`config.mk`:
```
export PLATFORM = sky130hd
export DESIGN_NAME = modbus_rtu_master_transaction
export DESIGN_NICKNAME = d
export VERILOG_FILES = /design/src/sv/mbm_pkg.sv /design/src/sv/mbm_front.sv /design/src/sv/mbm_back.sv /design/src/sv/modbus_rtu_master_transaction.sv
export VERILOG_INCLUDE_DIRS = /design/src /design/src/sv
export SDC_FILE = /design/constraint.sdc
export NUM_CORES = 2
export LEC_CHECK = 0
export ABC_AREA = 1
export CORE_MARGIN = 10
export CORE_UTILIZATION = 50
export CTS_CLUSTER_SIZE = 12
export DETAILED_ROUTE_END_ITERATION = 8
export DONT_BUFFER_PORTS = 1
export GPL_ROUTABILITY_DRIVEN = 0
export PLACE_DENSITY = 0.76
export SYNTH_ARGS = -nofsm -noshare
export SYNTH_HDL_FRONTEND = slang
export SYNTH_SLANG_ARGS = --single-unit
export TNS_END_PERCENT = 100
```
`constraint.sdc`:
```
create_clock -name clk -period 4.08 [get_ports clk]
set_input_delay 0.816 -clock clk [delete_from_list [all_inputs] [get_ports clk]]
set_output_delay 0.816 -clock clk [all_outputs]
set_load 0.01 [all_outputs]
```
`src/sv/modbus_rtu_master_transaction_defines.svh`:
```
// Assertion macros shared by the Modbus RTU master transaction design.
`ifndef MODBUS_RTU_MASTER_TRANSACTION_DEFINES_SVH
`define MODBUS_RTU_MASTER_TRANSACTION_DEFINES_SVH

`ifndef SYNTHESIS

// Same-cycle implication, checked only out of reset.
`define MBM_ASSERT_NOW(lbl, clk, rstn, ante, cons) \
  lbl: assert property (@(posedge clk) disable iff (!rstn) (ante) |-> (cons)) \
    else $error("mbm assertion failed");

// Next-cycle implication, checked only out of reset.
`define MBM_ASSERT_NEXT(lbl, clk, rstn, ante, cons) \
  lbl: assert property (@(posedge clk) disable iff (!rstn) (ante) |=> (cons)) \
    else $error("mbm assertion failed");

`else

`define MBM_ASSERT_NOW(lbl, clk, rstn, ante, cons)
`define MBM_ASSERT_NEXT(lbl, clk, rstn, ante, cons)

`endif

`endif

```
`src/sv/mbm_pkg.sv`:
```
// Types, codes and the CRC-16 step shared by the Modbus RTU master modules.
package mbm_pkg;

  // Input action codes.
  localparam logic [2:0] ACT_REQ_BYTE = 3'd0;
  localparam logic [2:0] ACT_TX_READY = 3'd1;
  localparam logic [2:0] ACT_RX_BYTE  = 3'd2;
  localparam logic [2:0] ACT_TICK     = 3'd3;
  localparam logic [2:0] ACT_POLL     = 3'd4;

  // Result kinds.
  localparam logic [2:0] KIND_NONE  = 3'd0;
  localparam logic [2:0] KIND_TX    = 3'd1;
  localparam logic [2:0] KIND_BUSY  = 3'd2;
  localparam logic [2:0] KIND_DATA  = 3'd3;
  localparam logic [2:0] KIND_TIMES = 3'd4;

  // Transaction phases.
  localparam logic [2:0] PH_IDLE     = 3'd0;
  localparam logic [2:0] PH_TX       = 3'd1;
  localparam logic [2:0] PH_TXDONE   = 3'd2;
  localparam logic [2:0] PH_RX       = 3'd3;
  localparam logic [2:0] PH_CHECK    = 3'd4;
  localparam logic [2:0] PH_EXEC     = 3'd5;
  localparam logic [2:0] PH_RXERR    = 3'd6;
  localparam logic [2:0] PH_TIMESERR = 3'd7;

  // Register indexes on the configuration port.
  localparam logic [1:0] REG_TIMEOUT   = 2'd0;
  localparam logic [1:0] REG_ERR_LIMIT = 2'd1;
  localparam logic [1:0] REG_MIN_BYTES = 2'd2;

  localparam logic [15:0] CRC_INIT = 16'hFFFF;
  localparam logic [15:0] CRC_POLY = 16'hA001;
  localparam logic [7:0]  FC_MULTI_COILS = 8'd15;
  localparam logic [7:0]  FC_MULTI_REGS  = 8'd16;
  localparam logic [7:0]  ERR_SAT        = 8'hFF;

  // A classified request from the front end.
  typedef struct packed {
    logic       is_req;
    logic       is_txr;
    logic       is_rx;
    logic       is_tick;
    logic       is_poll;
    logic [7:0] byte_value;
    logic       frame_end;
  } item_t;

  // Configuration register values.
  typedef struct packed {
    logic [7:0] timeout;
    logic [7:0] err_limit;
    logic [6:0] min_bytes;
  } cfg_t;

  // One result item.
  typedef struct packed {
    logic [2:0] kind;
    logic [7:0] out_byte;
    logic [7:0] slave_address;
    logic [7:0] function_code;
    logic       last_out;
    logic [2:0] machine_state;
  } res_t;

  // Feed one byte into the Modbus CRC-16.
  function automatic logic [15:0] crc_feed(input logic [15:0] crc, input logic [7:0] b);
    logic [15:0] c;
    c = crc ^ {8'h00, b};
    for (int i = 0; i < 8; i++) begin
      c = c[0] ? ((c >> 1) ^ CRC_POLY) : (c >> 1);
    end
    return c;
  endfunction

endpackage

```
`src/sv/mbm_front.sv`:
```
// Front end: accepts requests, classifies the action and queues them for the back end.
module mbm_front
  import mbm_pkg::*;
(
  input  logic       clk,
  input  logic       rst_n,
  input  logic       in_valid,
  output logic       in_stall,
  input  logic [2:0] in_action,
  input  logic [7:0] in_byte_value,
  input  logic       in_frame_end,
  output logic       q_valid,
  output item_t      q_item,
  input  logic       q_pop
);

  item_t       slot_r [2];
  logic        wp_r, wp_nxt;
  logic        rp_r, rp_nxt;
  logic [1:0]  cnt_r, cnt_nxt;
  item_t       cls;
  logic        push;

  // Decode the action; codes with no meaning leave every flag low.
  always_comb begin
    cls.is_req     = (in_action == ACT_REQ_BYTE);
    cls.is_txr     = (in_action == ACT_TX_READY);
    cls.is_rx      = (in_action == ACT_RX_BYTE);
    cls.is_tick    = (in_action == ACT_TICK);
    cls.is_poll    = (in_action == ACT_POLL);
    cls.byte_value = in_byte_value;
    cls.frame_end  = in_frame_end;
  end

  // Requests with an undefined action code are accepted and dropped here.
  assign in_stall = (cnt_r == 2'd2);
  assign push     = in_valid && !in_stall &&
                    (cls.is_req || cls.is_txr || cls.is_rx || cls.is_tick || cls.is_poll);
  assign q_valid  = (cnt_r != 2'd0);
  assign q_item   = slot_r[rp_r];

  // Queue pointers and fill count.
  always_comb begin
    wp_nxt  = wp_r ^ push;
    rp_nxt  = rp_r ^ q_pop;
    cnt_nxt = cnt_r + {1'b0, push} - {1'b0, q_pop};
  end

  always_ff @(posedge clk) begin
    if (!rst_n) begin
      wp_r  <= 1'b0;
      rp_r  <= 1'b0;
      cnt_r <= 2'd0;
    end else begin
      wp_r  <= wp_nxt;
      rp_r  <= rp_nxt;
      cnt_r <= cnt_nxt;
    end
  end

  // Queue storage.
  always_ff @(posedge clk) begin
    if (push) begin
      slot_r[wp_r] <= cls;
    end
  end

endmodule

```
`src/sv/mbm_back.sv`:
```
// Back end: runs the transaction, holds the frame stores and drives the result register.
module mbm_back
  import mbm_pkg::*;
#(
  parameter int MAX_FRAME = 64
) (
  input  logic  clk,
  input  logic  rst_n,
  input  cfg_t  cfg,
  input  logic  q_valid,
  input  item_t q_item,
  output logic  q_pop,
  output logic  out_valid,
  input  logic  out_stall,
  output res_t  out_res
);

  localparam int AW = $clog2(MAX_FRAME);
  localparam int CW = $clog2(MAX_FRAME + 1);

  localparam logic [2:0] SQ_IDLE   = 3'd0;
  localparam logic [2:0] SQ_CRCLO  = 3'd1;
  localparam logic [2:0] SQ_CRCHI  = 3'd2;
  localparam logic [2:0] SQ_TXRD   = 3'd3;
  localparam logic [2:0] SQ_TXOUT  = 3'd4;
  localparam logic [2:0] SQ_DLVRD  = 3'd5;
  localparam logic [2:0] SQ_DLVOUT = 3'd6;

  logic [2:0]    seq_r, seq_nxt;
  logic [2:0]    phase_r, phase_nxt;
  logic [CW-1:0] len_r, len_nxt;
  logic [CW-1:0] sent_r, sent_nxt;
  logic [CW-1:0] cnt_r, cnt_nxt;
  logic [CW-1:0] k_r, k_nxt;
  logic [CW-1:0] kend_r, kend_nxt;
  logic [15:0]   crc_r, crc_nxt;
  logic [7:0]    err_r, err_nxt;
  logic [7:0]    wait_r, wait_nxt;
  logic [7:0]    req0_r, req0_nxt, req1_r, req1_nxt;
  logic [7:0]    rep0_r, rep0_nxt, rep1_r, rep1_nxt;

  logic [7:0]    req_mem [MAX_FRAME];
  logic [7:0]    rep_mem [MAX_FRAME];
  logic [7:0]    req_rd_r, rep_rd_r;
  logic          req_we, rep_we;
  logic [AW-1:0] req_waddr, rep_waddr;
  logic [7:0]    req_wdata, rep_wdata;

  logic          out_vld_r, out_vld_nxt;
  res_t          out_res_r;
  logic          out_free, emit;
  res_t          emit_res;

  logic [15:0]   crc_base, crc_fed;
  logic [7:0]    wait_inc, err_inc;
  logic          reply_ok, fc_data;

  assign out_free  = !out_vld_r || !out_stall;
  assign q_pop     = q_valid && (seq_r == SQ_IDLE) && out_free;
  assign out_valid = out_vld_r;
  assign out_res   = out_res_r;

  // Helper values for the byte and poll handling.
  always_comb begin
    crc_base = (len_r == '0) ? CRC_INIT : crc_r;
    crc_fed  = crc_feed((q_item.is_rx && phase_r == PH_TXDONE) ? CRC_INIT :
                        (q_item.is_rx ? crc_r : crc_base), q_item.byte_value);
    wait_inc = wait_r + 8'd1;
    err_inc  = (err_r == ERR_SAT) ? ERR_SAT : (err_r + 8'd1);
    reply_ok = (cnt_r >= CW'(2)) && (8'(cnt_r) >= {1'b0, cfg.min_bytes}) &&
               (crc_r == 16'h0000) && (rep0_r == req0_r) && (rep1_r == req1_r);
    fc_data  = ((rep1_r >= 8'd1) && (rep1_r <= 8'd6)) ||
               (rep1_r == FC_MULTI_COILS) || (rep1_r == FC_MULTI_REGS);
  end

  // Transaction sequencer.
  always_comb begin
    seq_nxt   = seq_r;
    phase_nxt = phase_r;
    len_nxt   = len_r;
    sent_nxt  = sent_r;
    cnt_nxt   = cnt_r;
    k_nxt     = k_r;
    kend_nxt  = kend_r;
    crc_nxt   = crc_r;
    err_nxt   = err_r;
    wait_nxt  = wait_r;
    req0_nxt  = req0_r;
    req1_nxt  = req1_r;
    rep0_nxt  = rep0_r;
    rep1_nxt  = rep1_r;
    req_we    = 1'b0;
    req_waddr = len_r[AW-1:0];
    req_wdata = q_item.byte_value;
    rep_we    = 1'b0;
    rep_waddr = cnt_r[AW-1:0];
    rep_wdata = q_item.byte_value;
    emit      = 1'b0;
    emit_res  = '0;

    case (seq_r)
      SQ_IDLE: begin
        if (q_pop) begin
          if (q_item.is_req) begin
            if (phase_r != PH_IDLE) begin
              // Busy reject.
              emit                   = 1'b1;
              emit_res.kind          = KIND_BUSY;
              emit_res.last_out      = 1'b1;
              emit_res.machine_state = phase_r;
            end else begin
              crc_nxt = crc_base;
              if (len_r < CW'(MAX_FRAME - 2)) begin
                req_we  = 1'b1;
                len_nxt = len_r + CW'(1);
                crc_nxt = crc_fed;
              end
              if (q_item.frame_end) begin
                seq_nxt = SQ_CRCLO;
              end
            end
          end else if (q_item.is_txr) begin
            if (phase_r == PH_TX) begin
              if (sent_r >= len_r) begin
                phase_nxt = PH_TXDONE;
                wait_nxt  = 8'd0;
              end else begin
                seq_nxt = SQ_TXRD;
              end
            end
          end else if (q_item.is_rx) begin
            if (phase_r == PH_TXDONE) begin
              rep_we    = 1'b1;
              rep_waddr = '0;
              cnt_nxt   = CW'(1);
              crc_nxt   = crc_fed;
              phase_nxt = PH_RX;
            end else if (phase_r == PH_RX && cnt_r < CW'(MAX_FRAME)) begin
              rep_we  = 1'b1;
              cnt_nxt = cnt_r + CW'(1);
              crc_nxt = crc_fed;
            end
          end else if (q_item.is_tick) begin
            if (phase_r == PH_TXDONE) begin
              if (wait_inc >= cfg.timeout) begin
                wait_nxt  = 8'd0;
                phase_nxt = PH_RXERR;
              end else begin
                wait_nxt = wait_inc;
              end
            end else if (phase_r == PH_RX) begin
              phase_nxt = PH_CHECK;
            end
          end else if (q_item.is_poll) begin
            case (phase_r)
              PH_CHECK: begin
                phase_nxt = reply_ok ? PH_EXEC : PH_RXERR;
              end
              PH_RXERR: begin
                err_nxt = err_inc;
                if (err_inc >= cfg.err_limit) begin
                  phase_nxt = PH_TIMESERR;
                end else begin
                  phase_nxt = PH_IDLE;
                  len_nxt   = '0;
                  sent_nxt  = '0;
                  cnt_nxt   = '0;
                end
              end
              PH_TIMESERR: begin
                emit                   = 1'b1;
                emit_res.kind          = KIND_TIMES;
                emit_res.slave_address = req0_r;
                emit_res.function_code = req1_r;
                emit_res.last_out      = 1'b1;
                emit_res.machine_state = PH_IDLE;
                err_nxt   = 8'd0;
                phase_nxt = PH_IDLE;
                len_nxt   = '0;
                sent_nxt  = '0;
                cnt_nxt   = '0;
              end
              PH_EXEC: begin
                if (fc_data && cnt_r > CW'(2)) begin
                  k_nxt    = CW'(2);
                  kend_nxt = cnt_r;
                  seq_nxt  = SQ_DLVRD;
                end
                phase_nxt = PH_IDLE;
                len_nxt   = '0;
                sent_nxt  = '0;
                cnt_nxt   = '0;
              end
              default: begin
              end
            endcase
          end
        end
      end
      SQ_CRCLO: begin
        // CRC low byte follows the request.
        req_we    = 1'b1;
        req_wdata = crc_r[7:0];
        len_nxt   = len_r + CW'(1);
        seq_nxt   = SQ_CRCHI;
      end
      SQ_CRCHI: begin
        // CRC high byte, then the first frame byte goes out.
        if (out_free) begin
          req_we                 = 1'b1;
          req_wdata              = crc_r[15:8];
          len_nxt                = len_r + CW'(1);
          phase_nxt              = PH_TX;
          sent_nxt               = CW'(1);
          cnt_nxt                = '0;
          emit                   = 1'b1;
          emit_res.kind          = KIND_TX;
          emit_res.out_byte      = req0_r;
          emit_res.last_out      = 1'b1;
          emit_res.machine_state = PH_TX;
          seq_nxt                = SQ_IDLE;
        end
      end
      SQ_TXRD: begin
        seq_nxt = SQ_TXOUT;
      end
      SQ_TXOUT: begin
        if (out_free) begin
          emit                   = 1'b1;
          emit_res.kind          = KIND_TX;
          emit_res.out_byte      = req_rd_r;
          emit_res.last_out      = 1'b1;
          emit_res.machine_state = phase_r;
          sent_nxt               = sent_r + CW'(1);
          seq_nxt                = SQ_IDLE;
        end
      end
      SQ_DLVRD: begin
        seq_nxt = SQ_DLVOUT;
      end
      SQ_DLVOUT: begin
        // One reply data byte per pass.
        if (out_free) begin
          emit                   = 1'b1;
          emit_res.kind          = KIND_DATA;
          emit_res.out_byte      = rep_rd_r;
          emit_res.slave_address = rep0_r;
          emit_res.function_code = rep1_r;
          emit_res.last_out      = (k_r + CW'(1) == kend_r);
          emit_res.machine_state = PH_IDLE;
          k_nxt                  = k_r + CW'(1);
          seq_nxt                = (k_r + CW'(1) == kend_r) ? SQ_IDLE : SQ_DLVRD;
        end
      end
      default: begin
        seq_nxt = SQ_IDLE;
      end
    endcase

    // Keep copies of address and function entries for the checks.
    if (req_we && req_waddr == AW'(0)) req0_nxt = req_wdata;
    if (req_we && req_waddr == AW'(1)) req1_nxt = req_wdata;
    if (rep_we && rep_waddr == AW'(0)) rep0_nxt = rep_wdata;
    if (rep_we && rep_waddr == AW'(1)) rep1_nxt = rep_wdata;
  end

  // Result register.
  always_comb begin
    out_vld_nxt = emit ? 1'b1 : (out_stall ? out_vld_r : 1'b0);
  end

  always_ff @(posedge clk) begin
    if (!rst_n) begin
      seq_r     <= SQ_IDLE;
      phase_r   <= PH_IDLE;
      len_r     <= '0;
      sent_r    <= '0;
      cnt_r     <= '0;
      k_r       <= '0;
      kend_r    <= '0;
      crc_r     <= CRC_INIT;
      err_r     <= 8'd0;
      wait_r    <= 8'd0;
      out_vld_r <= 1'b0;
    end else begin
      seq_r     <= seq_nxt;
      phase_r   <= phase_nxt;
      len_r     <= len_nxt;
      sent_r    <= sent_nxt;
      cnt_r     <= cnt_nxt;
      k_r       <= k_nxt;
      kend_r    <= kend_nxt;
      crc_r     <= crc_nxt;
      err_r     <= err_nxt;
      wait_r    <= wait_nxt;
      out_vld_r <= out_vld_nxt;
    end
  end

  // Payload registers.
  always_ff @(posedge clk) begin
    req0_r <= req0_nxt;
    req1_r <= req1_nxt;
    rep0_r <= rep0_nxt;
    rep1_r <= rep1_nxt;
    if (emit) begin
      out_res_r <= emit_res;
    end
  end

  // Request frame store.
  always_ff @(posedge clk) begin
    if (req_we) begin
      req_mem[req_waddr] <= req_wdata;
    end
    req_rd_r <= req_mem[sent_r[AW-1:0]];
  end

  // Reply frame store.
  always_ff @(posedge clk) begin
    if (rep_we) begin
      rep_mem[rep_waddr] <= rep_wdata;
    end
    rep_rd_r <= rep_mem[k_r[AW-1:0]];
  end

endmodule

```
`src/sv/modbus_rtu_master_transaction.sv`:
```
// Top level of the Modbus RTU master: configuration registers, front end and back end.
//
// Requests enter on the in_ channel (valid/stall) and carry an action: a request
// byte, transmitter ready, received byte, character timer tick or poll. Results
// leave on the out_ channel (valid/stall): bytes to transmit, busy rejects, reply
// data bytes and times-errors, the last one of each request marked by last_out.
// The front end classifies requests into a two-entry queue; the back end runs
// them one at a time. A frame end passes the CRC low and high states while the
// CRC bytes are stored, a transmitter ready that sends a byte passes a frame
// store read state before its output state, and a poll that delivers reply data
// passes a read and an output state per data byte, bound by the reply store read
// port. Each result appears in the cycle after the back-end cycle that forms it.
// A stalled result holds in the output register; the back end then waits, the
// queue fills and in_stall rises. Reset returns the block to idle with the
// registers at their defaults; no clearing pass is needed. The user is to write
// registers over the APB port only while the block is idle; this is not enforced.
`include "modbus_rtu_master_transaction_defines.svh"

module modbus_rtu_master_transaction
  import mbm_pkg::*;
#(
  parameter int MAX_FRAME = 64
) (
  input  logic        clk,
  input  logic        rst_n,
  input  logic        in_valid,
  output logic        in_stall,
  input  logic [2:0]  in_action,
  input  logic [7:0]  in_byte_value,
  input  logic        in_frame_end,
  output logic        out_valid,
  input  logic        out_stall,
  output logic [2:0]  out_kind,
  output logic [7:0]  out_out_byte,
  output logic [7:0]  out_slave_address,
  output logic [7:0]  out_function_code,
  output logic        out_last_out,
  output logic [2:0]  out_machine_state,
  input  logic        psel,
  input  logic        penable,
  input  logic        pwrite,
  input  logic [3:0]  paddr,
  input  logic [31:0] pwdata,
  output logic [31:0] prdata,
  output logic        pready
);

  cfg_t  cfg_r;
  logic  cfg_wr;
  logic  q_valid, q_pop;
  item_t q_item;
  res_t  res;

  // Configuration registers.
  assign pready = 1'b1;
  assign cfg_wr = psel && penable && pwrite && pready;

  always_ff @(posedge clk) begin
    if (!rst_n) begin
      cfg_r.timeout   <= 8'd20;
      cfg_r.err_limit <= 8'd3;
      cfg_r.min_bytes <= 7'd4;
    end else if (cfg_wr) begin
      case (paddr[3:2])
        REG_TIMEOUT:   cfg_r.timeout   <= pwdata[7:0];
        REG_ERR_LIMIT: cfg_r.err_limit <= pwdata[7:0];
        REG_MIN_BYTES: cfg_r.min_bytes <= pwdata[6:0];
        default: begin
        end
      endcase
    end
  end

  // Register read-back.
  always_comb begin
    case (paddr[3:2])
      REG_TIMEOUT:   prdata = {24'd0, cfg_r.timeout};
      REG_ERR_LIMIT: prdata = {24'd0, cfg_r.err_limit};
      REG_MIN_BYTES: prdata = {25'd0, cfg_r.min_bytes};
      default:       prdata = 32'd0;
    endcase
  end

  mbm_front u_front (
    .clk           (clk),
    .rst_n         (rst_n),
    .in_valid      (in_valid),
    .in_stall      (in_stall),
    .in_action     (in_action),
    .in_byte_value (in_byte_value),
    .in_frame_end  (in_frame_end),
    .q_valid       (q_valid),
    .q_item        (q_item),
    .q_pop         (q_pop)
  );

  mbm_back #(
    .MAX_FRAME (MAX_FRAME)
  ) u_back (
    .clk       (clk),
    .rst_n     (rst_n),
    .cfg       (cfg_r),
    .q_valid   (q_valid),
    .q_item    (q_item),
    .q_pop     (q_pop),
    .out_valid (out_valid),
    .out_stall (out_stall),
    .out_res   (res)
  );

  // Result ports.
  assign out_kind          = res.kind;
  assign out_out_byte      = res.out_byte;
  assign out_slave_address = res.slave_address;
  assign out_function_code = res.function_code;
  assign out_last_out      = res.last_out;
  assign out_machine_state = res.machine_state;

  // A busy reject is always the only result of its request.
  `MBM_ASSERT_NOW(a_busy_alone, clk, rst_n, out_valid && out_kind == KIND_BUSY, out_last_out)
  // Transmit bytes only leave while the frame is being sent.
  `MBM_ASSERT_NOW(a_tx_phase, clk, rst_n, out_valid && out_kind == KIND_TX,
                  out_machine_state == PH_TX)
  // Reply data and times-errors leave the block idle.
  `MBM_ASSERT_NOW(a_done_idle, clk, rst_n,
                  out_valid && (out_kind == KIND_DATA || out_kind == KIND_TIMES),
                  out_machine_state == PH_IDLE)
  // The queue never pops while a result is stuck in the output register.
  `MBM_ASSERT_NOW(a_pop_free, clk, rst_n, q_pop, !(out_valid && out_stall))

endmodule

```
== Yosys cells after proc, flatten, opt, wreduce, memory -nomap -nowiden ==
Memories as Yosys holds them, arrays and structs flattened. A register that Yosys moved wholly into a read port is not among the register bits.
Index checks and enable logic that the tools add are counted.

* Word-level logic and storage cells: 362
* RAM bits: 1052
* Input port bits: 55
* Memories kept: 3
* Output and inout port bits: 66
* Register bits after elaboration: 164

* Add/sub/neg operators: 8
* $lt $le $gt $ge: 10
* Multiplexer cells: 161
* Eq/ne operators: 76
* Bitwise gates (word level): 15
* Reductions and logical operators: 62

{| class="wikitable"
|+ Memories
! memory !! words !! width !! rd ports !! clocked after memory_dff !! wr ports !! RTL line !! text
|-
| u_back.rep_mem || 64 || 8 || 1 || 1 || 1 || mbm_back.sv:43 || <nowiki>logic [7:0] rep_mem [MAX_FRAME];</nowiki>
|-
| u_back.req_mem || 64 || 8 || 1 || 1 || 1 || mbm_back.sv:42 || <nowiki>logic [7:0] req_mem [MAX_FRAME];</nowiki>
|-
| u_front.slot_r || 2 || 14 || 1 || 1 || 1 || mbm_front.sv:17 || <nowiki>item_t slot_r [2];</nowiki>
|}

{| class="wikitable"
|+ Operators by type and width
! cell !! number
|-
| $mux 16 || 19
|-
| $mux 7 || 30
|-
| $mux 20 || 6
|-
| $mux 3 || 36
|-
| $mux 8 || 9
|-
| $pmux 8 s3 || 2
|-
| $ne 4x4->1 const B || 11
|-
| $pmux 7 s2 || 3
|-
| $pmux 7 s3 || 2
|-
| $mux 6 || 6
|-
| $ne 3x3->1 const B || 11
|-
| $reduce_and 11->1 || 3
|-
| $pmux 16 s2 || 1
|-
| $pmux 8 s2 || 2
|-
| $mux 30 || 1
|-
| $mux 1 || 29
|-
| $add 7x1->7 const B || 4
|-
| $eq 3x3->1 const B || 8
|-
| $not 2->3 || 8
|-
| $ne 2x2->1 const B || 10
|-
| $reduce_and 10->1 || 2
|-
| $eq 3x2->1 const B || 6
|-
| $logic_and 1x1->1 || 18
|-
| $mux 9 || 2
|-
| 55 further kinds || 103
|}

== Logic depth before layout (Yosys ltp) ==
* Depth in word-level cells: 26
* Depth in mapped cells: 23
* Gate-level depth less buffers: 23

== Cells and area by module ==
A second synthesis with hierarchy kept.

* Cells, all modules: 4361
* Area total of the unflattened synthesis: 51201.6 um^2

{| class="wikitable"
|+ By module, submodules not included
! module !! cells each !! area an instance (um^2) !! seq. area each (um^2) !! times used
|-
| mbm_back || 4077 || 48609.1 || 34443.0 || 1
|-
| mbm_front || 86 || 1302.5 || 940.9 || 1
|-
| modbus_rtu_master_transaction || 198 || 1290.0 || 460.4 || 1
|}

== Worst setup path after synthesis ==
OpenSTA, ideal clock, no wires.

* Path type: input -> register
* Start point: in out_stall
* End point: reg u_back.req0_r[1], data pin
* Stages on the path: 4
* Required time: 3.502 ns
* Slack: 0.317 ns
* Arrival time: 3.184 ns
* Buffers on the path: 1
* Library setup time: 0.578 ns
* Cells stage by stage: nand2_1 nand2_1 clkbuf_1 o221ai_1

* Cells in the longest elaborated chain, start to end: 4

{| class="wikitable"
|+ RTL lines
! what !! RTL line !! text
|-
| start: declaration || modbus_rtu_master_transaction.sv:32 || <nowiki>input logic out_stall,</nowiki>
|-
| $logic_not 1->1 || mbm_back.sv:58 || <nowiki>assign out_free = !out_vld_r || !out_stall;</nowiki>
|-
| $logic_or 1x1->1 || mbm_back.sv:58 ||
|-
| $mux 8 || mbm_back.sv:209 || <nowiki>if (out_free) begin</nowiki>
|-
| $pmux 8 s2 || mbm_back.sv:101 || <nowiki>case (seq_r)</nowiki>
|-
| net u_back.req_wdata[1] || mbm_back.sv:47 || <nowiki>logic [7:0] req_wdata, rep_wdata;</nowiki>
|-
| end signal: assignment || mbm_back.sv:302 || <nowiki>req0_r <= req0_nxt;</nowiki>
|-
| end: declaration || mbm_back.sv:39 || <nowiki>logic [7:0] req0_r, req0_nxt, req1_r, req1_nxt;</nowiki>
|}

The timed path passes the listed nets, and every way through them passes these cells.
A chain may end at the register's enable or synchronous reset.

== Worst setup path after layout ==
* Start point: reg u_back.err_r[0]
* End point: reg u_back.sent_r[4]

* Cells in the longest elaborated chain, start to end: 5
* Elaborated cells between the ends (all ways): 6
* Those cells by class: add/sub: 1; order compare: 1; eq/ne: 2; mux: 1; reduce/logical: 1

{| class="wikitable"
|+ RTL lines
! what !! RTL line !! text
|-
| start: declaration || mbm_back.sv:37 || <nowiki>logic [7:0] err_r, err_nxt;</nowiki>
|-
| start signal: assignment || mbm_back.sv:294 || <nowiki>err_r <= err_nxt;</nowiki>
|-
| $add 8x1->8 / $eq 8x8->1 (equally long branches) || mbm_back.sv:69 || <nowiki>err_inc = (err_r == ERR_SAT) ? ERR_SAT : (err_r + 8'd1);</nowiki>
|-
| $mux 8 (*) || mbm_back.sv:69 ||
|-
| $ge 8x8->1 (*) || mbm_back.sv:161 || <nowiki>if (err_inc >= cfg.err_limit) begin</nowiki>
|-
| $ne 3x3->1 (no line) (*) || - ||
|-
| $reduce_and 11->1 (no line) (*) || - ||
|-
| end signal: assignment || mbm_back.sv:289 || <nowiki>sent_r <= sent_nxt;</nowiki>
|-
| end: declaration || mbm_back.sv:32 || <nowiki>logic [CW-1:0] sent_r, sent_nxt;</nowiki>
|}

Every way passes the cells marked *; elsewhere a longest branch is shown, timed or not.

==> flow_summary.ini <==
[run_status]
outcome = completed

[clocking]
cts.path.max_buffers = 3
cts.sinks = 1233
cts.repair.resized = 0
cts-htree-levels = 3
cts_tree = done
clock_latency_ns = 0.72
cts.reportedPaths.clkPinSlew_ns = 0.06
cts_buffers = 119
cts-root-buf = clkbuf_16
post_cts.repair.setup_buffers = 0
holdBufCountCts = 0

[worst_setup_path]
reg2reg_slack_ns = 0.46
cp.required_ns = 4.65
cpLargestDelayFamily = simple AND/OR/NAND/NOR gates
cp.buffers_inverters = 3
worstSetupEndpointType = flip-flop
startpoint_type = flip-flop
critPathSlowestCell = o21ai_1
max_stage_delay_ns = 0.45
crit_top_cell = nand2_1
path_cells = ha_1 -> nand2_1 -> nor3_1 -> inv_1 -> nor2_1 -> inv_1 -> o21ai_0 -> ha_1 -> nand2_1 -> o21ai_0 -> nand2_1 -> o2111ai_1 -> nand2_1 -> inv_1 -> nor2_1 -> o21ai_2 -> o21ai_1 -> nor3b_1
cp_max_fo = 12
cp.arrival_ns = 4.19
critPathKind = reg -> reg

[drt]
drt_pass1_iterations = 6
antenna_left = 0
detail_route.wl_per_cell_um = 23.1
post_drt_via_cell_ratio = 6.10
route.vias.total = 34500
drt-total-wl_um = 131000
drc = 0
drt_iter0_drc = 5068

[sta]
rsz0062_at_grt = false
max_freq_mhz = 276
setup_viol_count_final = 0
tightest_slew_ns = 1.21
post-route-worst-setup-slack_ns = 0.458
final.setup_skew_ns = 0.0307
max_slew_margin = 0.196
final.setup.tns_ns = 0
min_period_over_period = 0.888
post-route-min-period_ns = 3.62
hold_viol_final = 0
drv_slew = 0

[power_and_ir_drop]
switchingPower_mw = 10.8
clockPowerShare = 0.300
combPwrFrac = 0.211
internal_power_mw = 23.8
swShare = 0.312
irDropWorstVdd_mv = 0.493
seqPwrFrac = 0.490
p_per_area_nw_per_um2 = 611
power.leakage_nw = 19.2

[logic_synthesis]
synth.distinct_cells = 61
async_flop_share = 0
synth_area_um2 = 50600
yosysWarnings = 0
synth_ff_type = edfxtp_1
yosysSeqAreaShare = 0.709
ys_ff_latch = 1233
syn_inst = 4139
avgSynthCellArea_um2 = 12.2
synth-edff-count = 1115

[floorplanning]
die_w_um = 338
fp.coreArea_um2 = 100000
start_util = 0.504
io_pins = 121
die_area_um2 = 114000
rows = 116
die_y_um = 338

[placed_design]
dp_slack_ns = 0.535
dpl.hpwl_um = 80500
io_buffers = 0
post_dp_cell_area_um2 = 52900

[global_route]
antenna_found_initial = 3
overflow = 0
grtUsageTotal = 0.223
grt_max_degree = 193
busiest_layer = met2
grt_use_met2 = 0.354
gr-usage-met3 = 0.0495
grt_pass1_vias = 32600
met1_usage = 0.295
grt_pass1_wl_um = 197000

[cells_and_area]
antenna_cells = 0
area.growth.synth_to_final_pct = 11.8
drive_above_1_share = 0.101
postLayoutCellArea_um2 = 56600
fin_nets = 4317

[hold_path]
min_path_type = in -> reg

[flow_run]
drv_cap = 0
per-layer routing:
layer / wire [µm] / vias to the layer above
met5: 0 / -
met3: 13600 / 339
met1: 49900 / 16800
li1: - / 15400
met4: 5990 / 0
met2: 61300 / 1938
final timing paths:
check	start	endpoint	cells after the start
worst max register to register	u_back.err_r[0]$_SDFFE_PN0P_	u_back.sent_r[4]$_SDFFE_PN0P_	18
worst max-delay path	u_back.err_r[0]$_SDFFE_PN0P_	u_back.sent_r[4]$_SDFFE_PN0P_	18
worst min-delay path	rst_n	u_back.crc_r[9]$_SDFFE_PN1P_	1
worst min register to register	cfg_r[9]$_SDFFE_PN0P_	cfg_r[9]$_SDFFE_PN0P_	2
Yosys cell counts, types with 82 or more instances:
cell type  instances  area, µm²
o22ai_1           82        513
inv_1            170        638
dfxtp_1          118       2360
nand3_1          130        651
nand2_1          475       1780
o21ai_0          406       2030
nor2_1           503       1890
edfxtp_1        1115      33500
a21oi_1          339       1700
clkbuf_1         197        739
o221ai_1         195       1710
logic make-up (layout without fill, tap and decap cells):
| kind of cell | Yosys count | count (layout) | share of synthesized area |
|---|---|---|---|
| compound gates | 1124 | 1124 | 0.133 |
| fa+ha+maj | 42 | 42 | 0.0104 |
| simple gates | 1253 | 1253 | 0.105 |
| buf+inv | 450 | 593 | 0.0365 |
| other cells | 2 | 25 | 0.000148 |
| xor+xnor | 34 | 34 | 0.00604 |
| mux | 1 | 1 | 0.000198 |
| flops | 1233 | 1233 | 0.709 |
power groups by stage:
stage          sequential (mW)  clock, mW  combinational (mW)
2_1_floorplan             17.2          0                4.17
3_3_place_gp              17.2          0                6.89
3_5_place_dp              17.2          0                7.10
4_1_cts                   16.9       10.4                7.13
5_1_grt                   17.0       10.9                7.82
6_report                  16.9       10.4                7.29
metrics by stage:
stage               utilization  power (mW)  hold WS (ns)  cells
floorplan                     -        21.4         0.433   4162
global placement          0.528        24.0         0.446   5456
detailed placement        0.528        24.3         0.467   5456
CTS                       0.564        34.5         0.169   5662
global route              0.564        35.7         0.162   5662
finish                    0.564        34.6         0.181   5662
flip-flops by register name, summed over array words and instances, names as in the netlist, 16 cells and up, named ones only:
register        count
u_back.rep_mem    512
u_back.req_mem    512
u_back.out_res     31
u_front.slot_r     28
cfg_r              23
u_back.crc_r       16
cell type report:
type	instances	area, µm²
tap	1357	1700
multi-input combinational	2479	13100
inverter	194	744
timing repair buffer	193	1500
fill	7865	43700
clock inverter	18	186
clock buffer	188	3440
sequential	1233	35900
placed cells by master (no fill, tap or decap), drive strengths merged, types with 41 or more instances in the layout:
cell type,synthesis,layout
inv,189,192
nand3,137,137
nand4,41,41
a21oi,340,340
clkbuf,197,188
nand2,481,481
nor3,46,46
buf,59,193
nor2,516,516
edfxtp,1115,1115
o22ai,82,82
o21ai,424,424
o221ai,195,195
ha,42,42
dfxtp,118,118
Note: power is estimated with default switching activity, not from simulation.
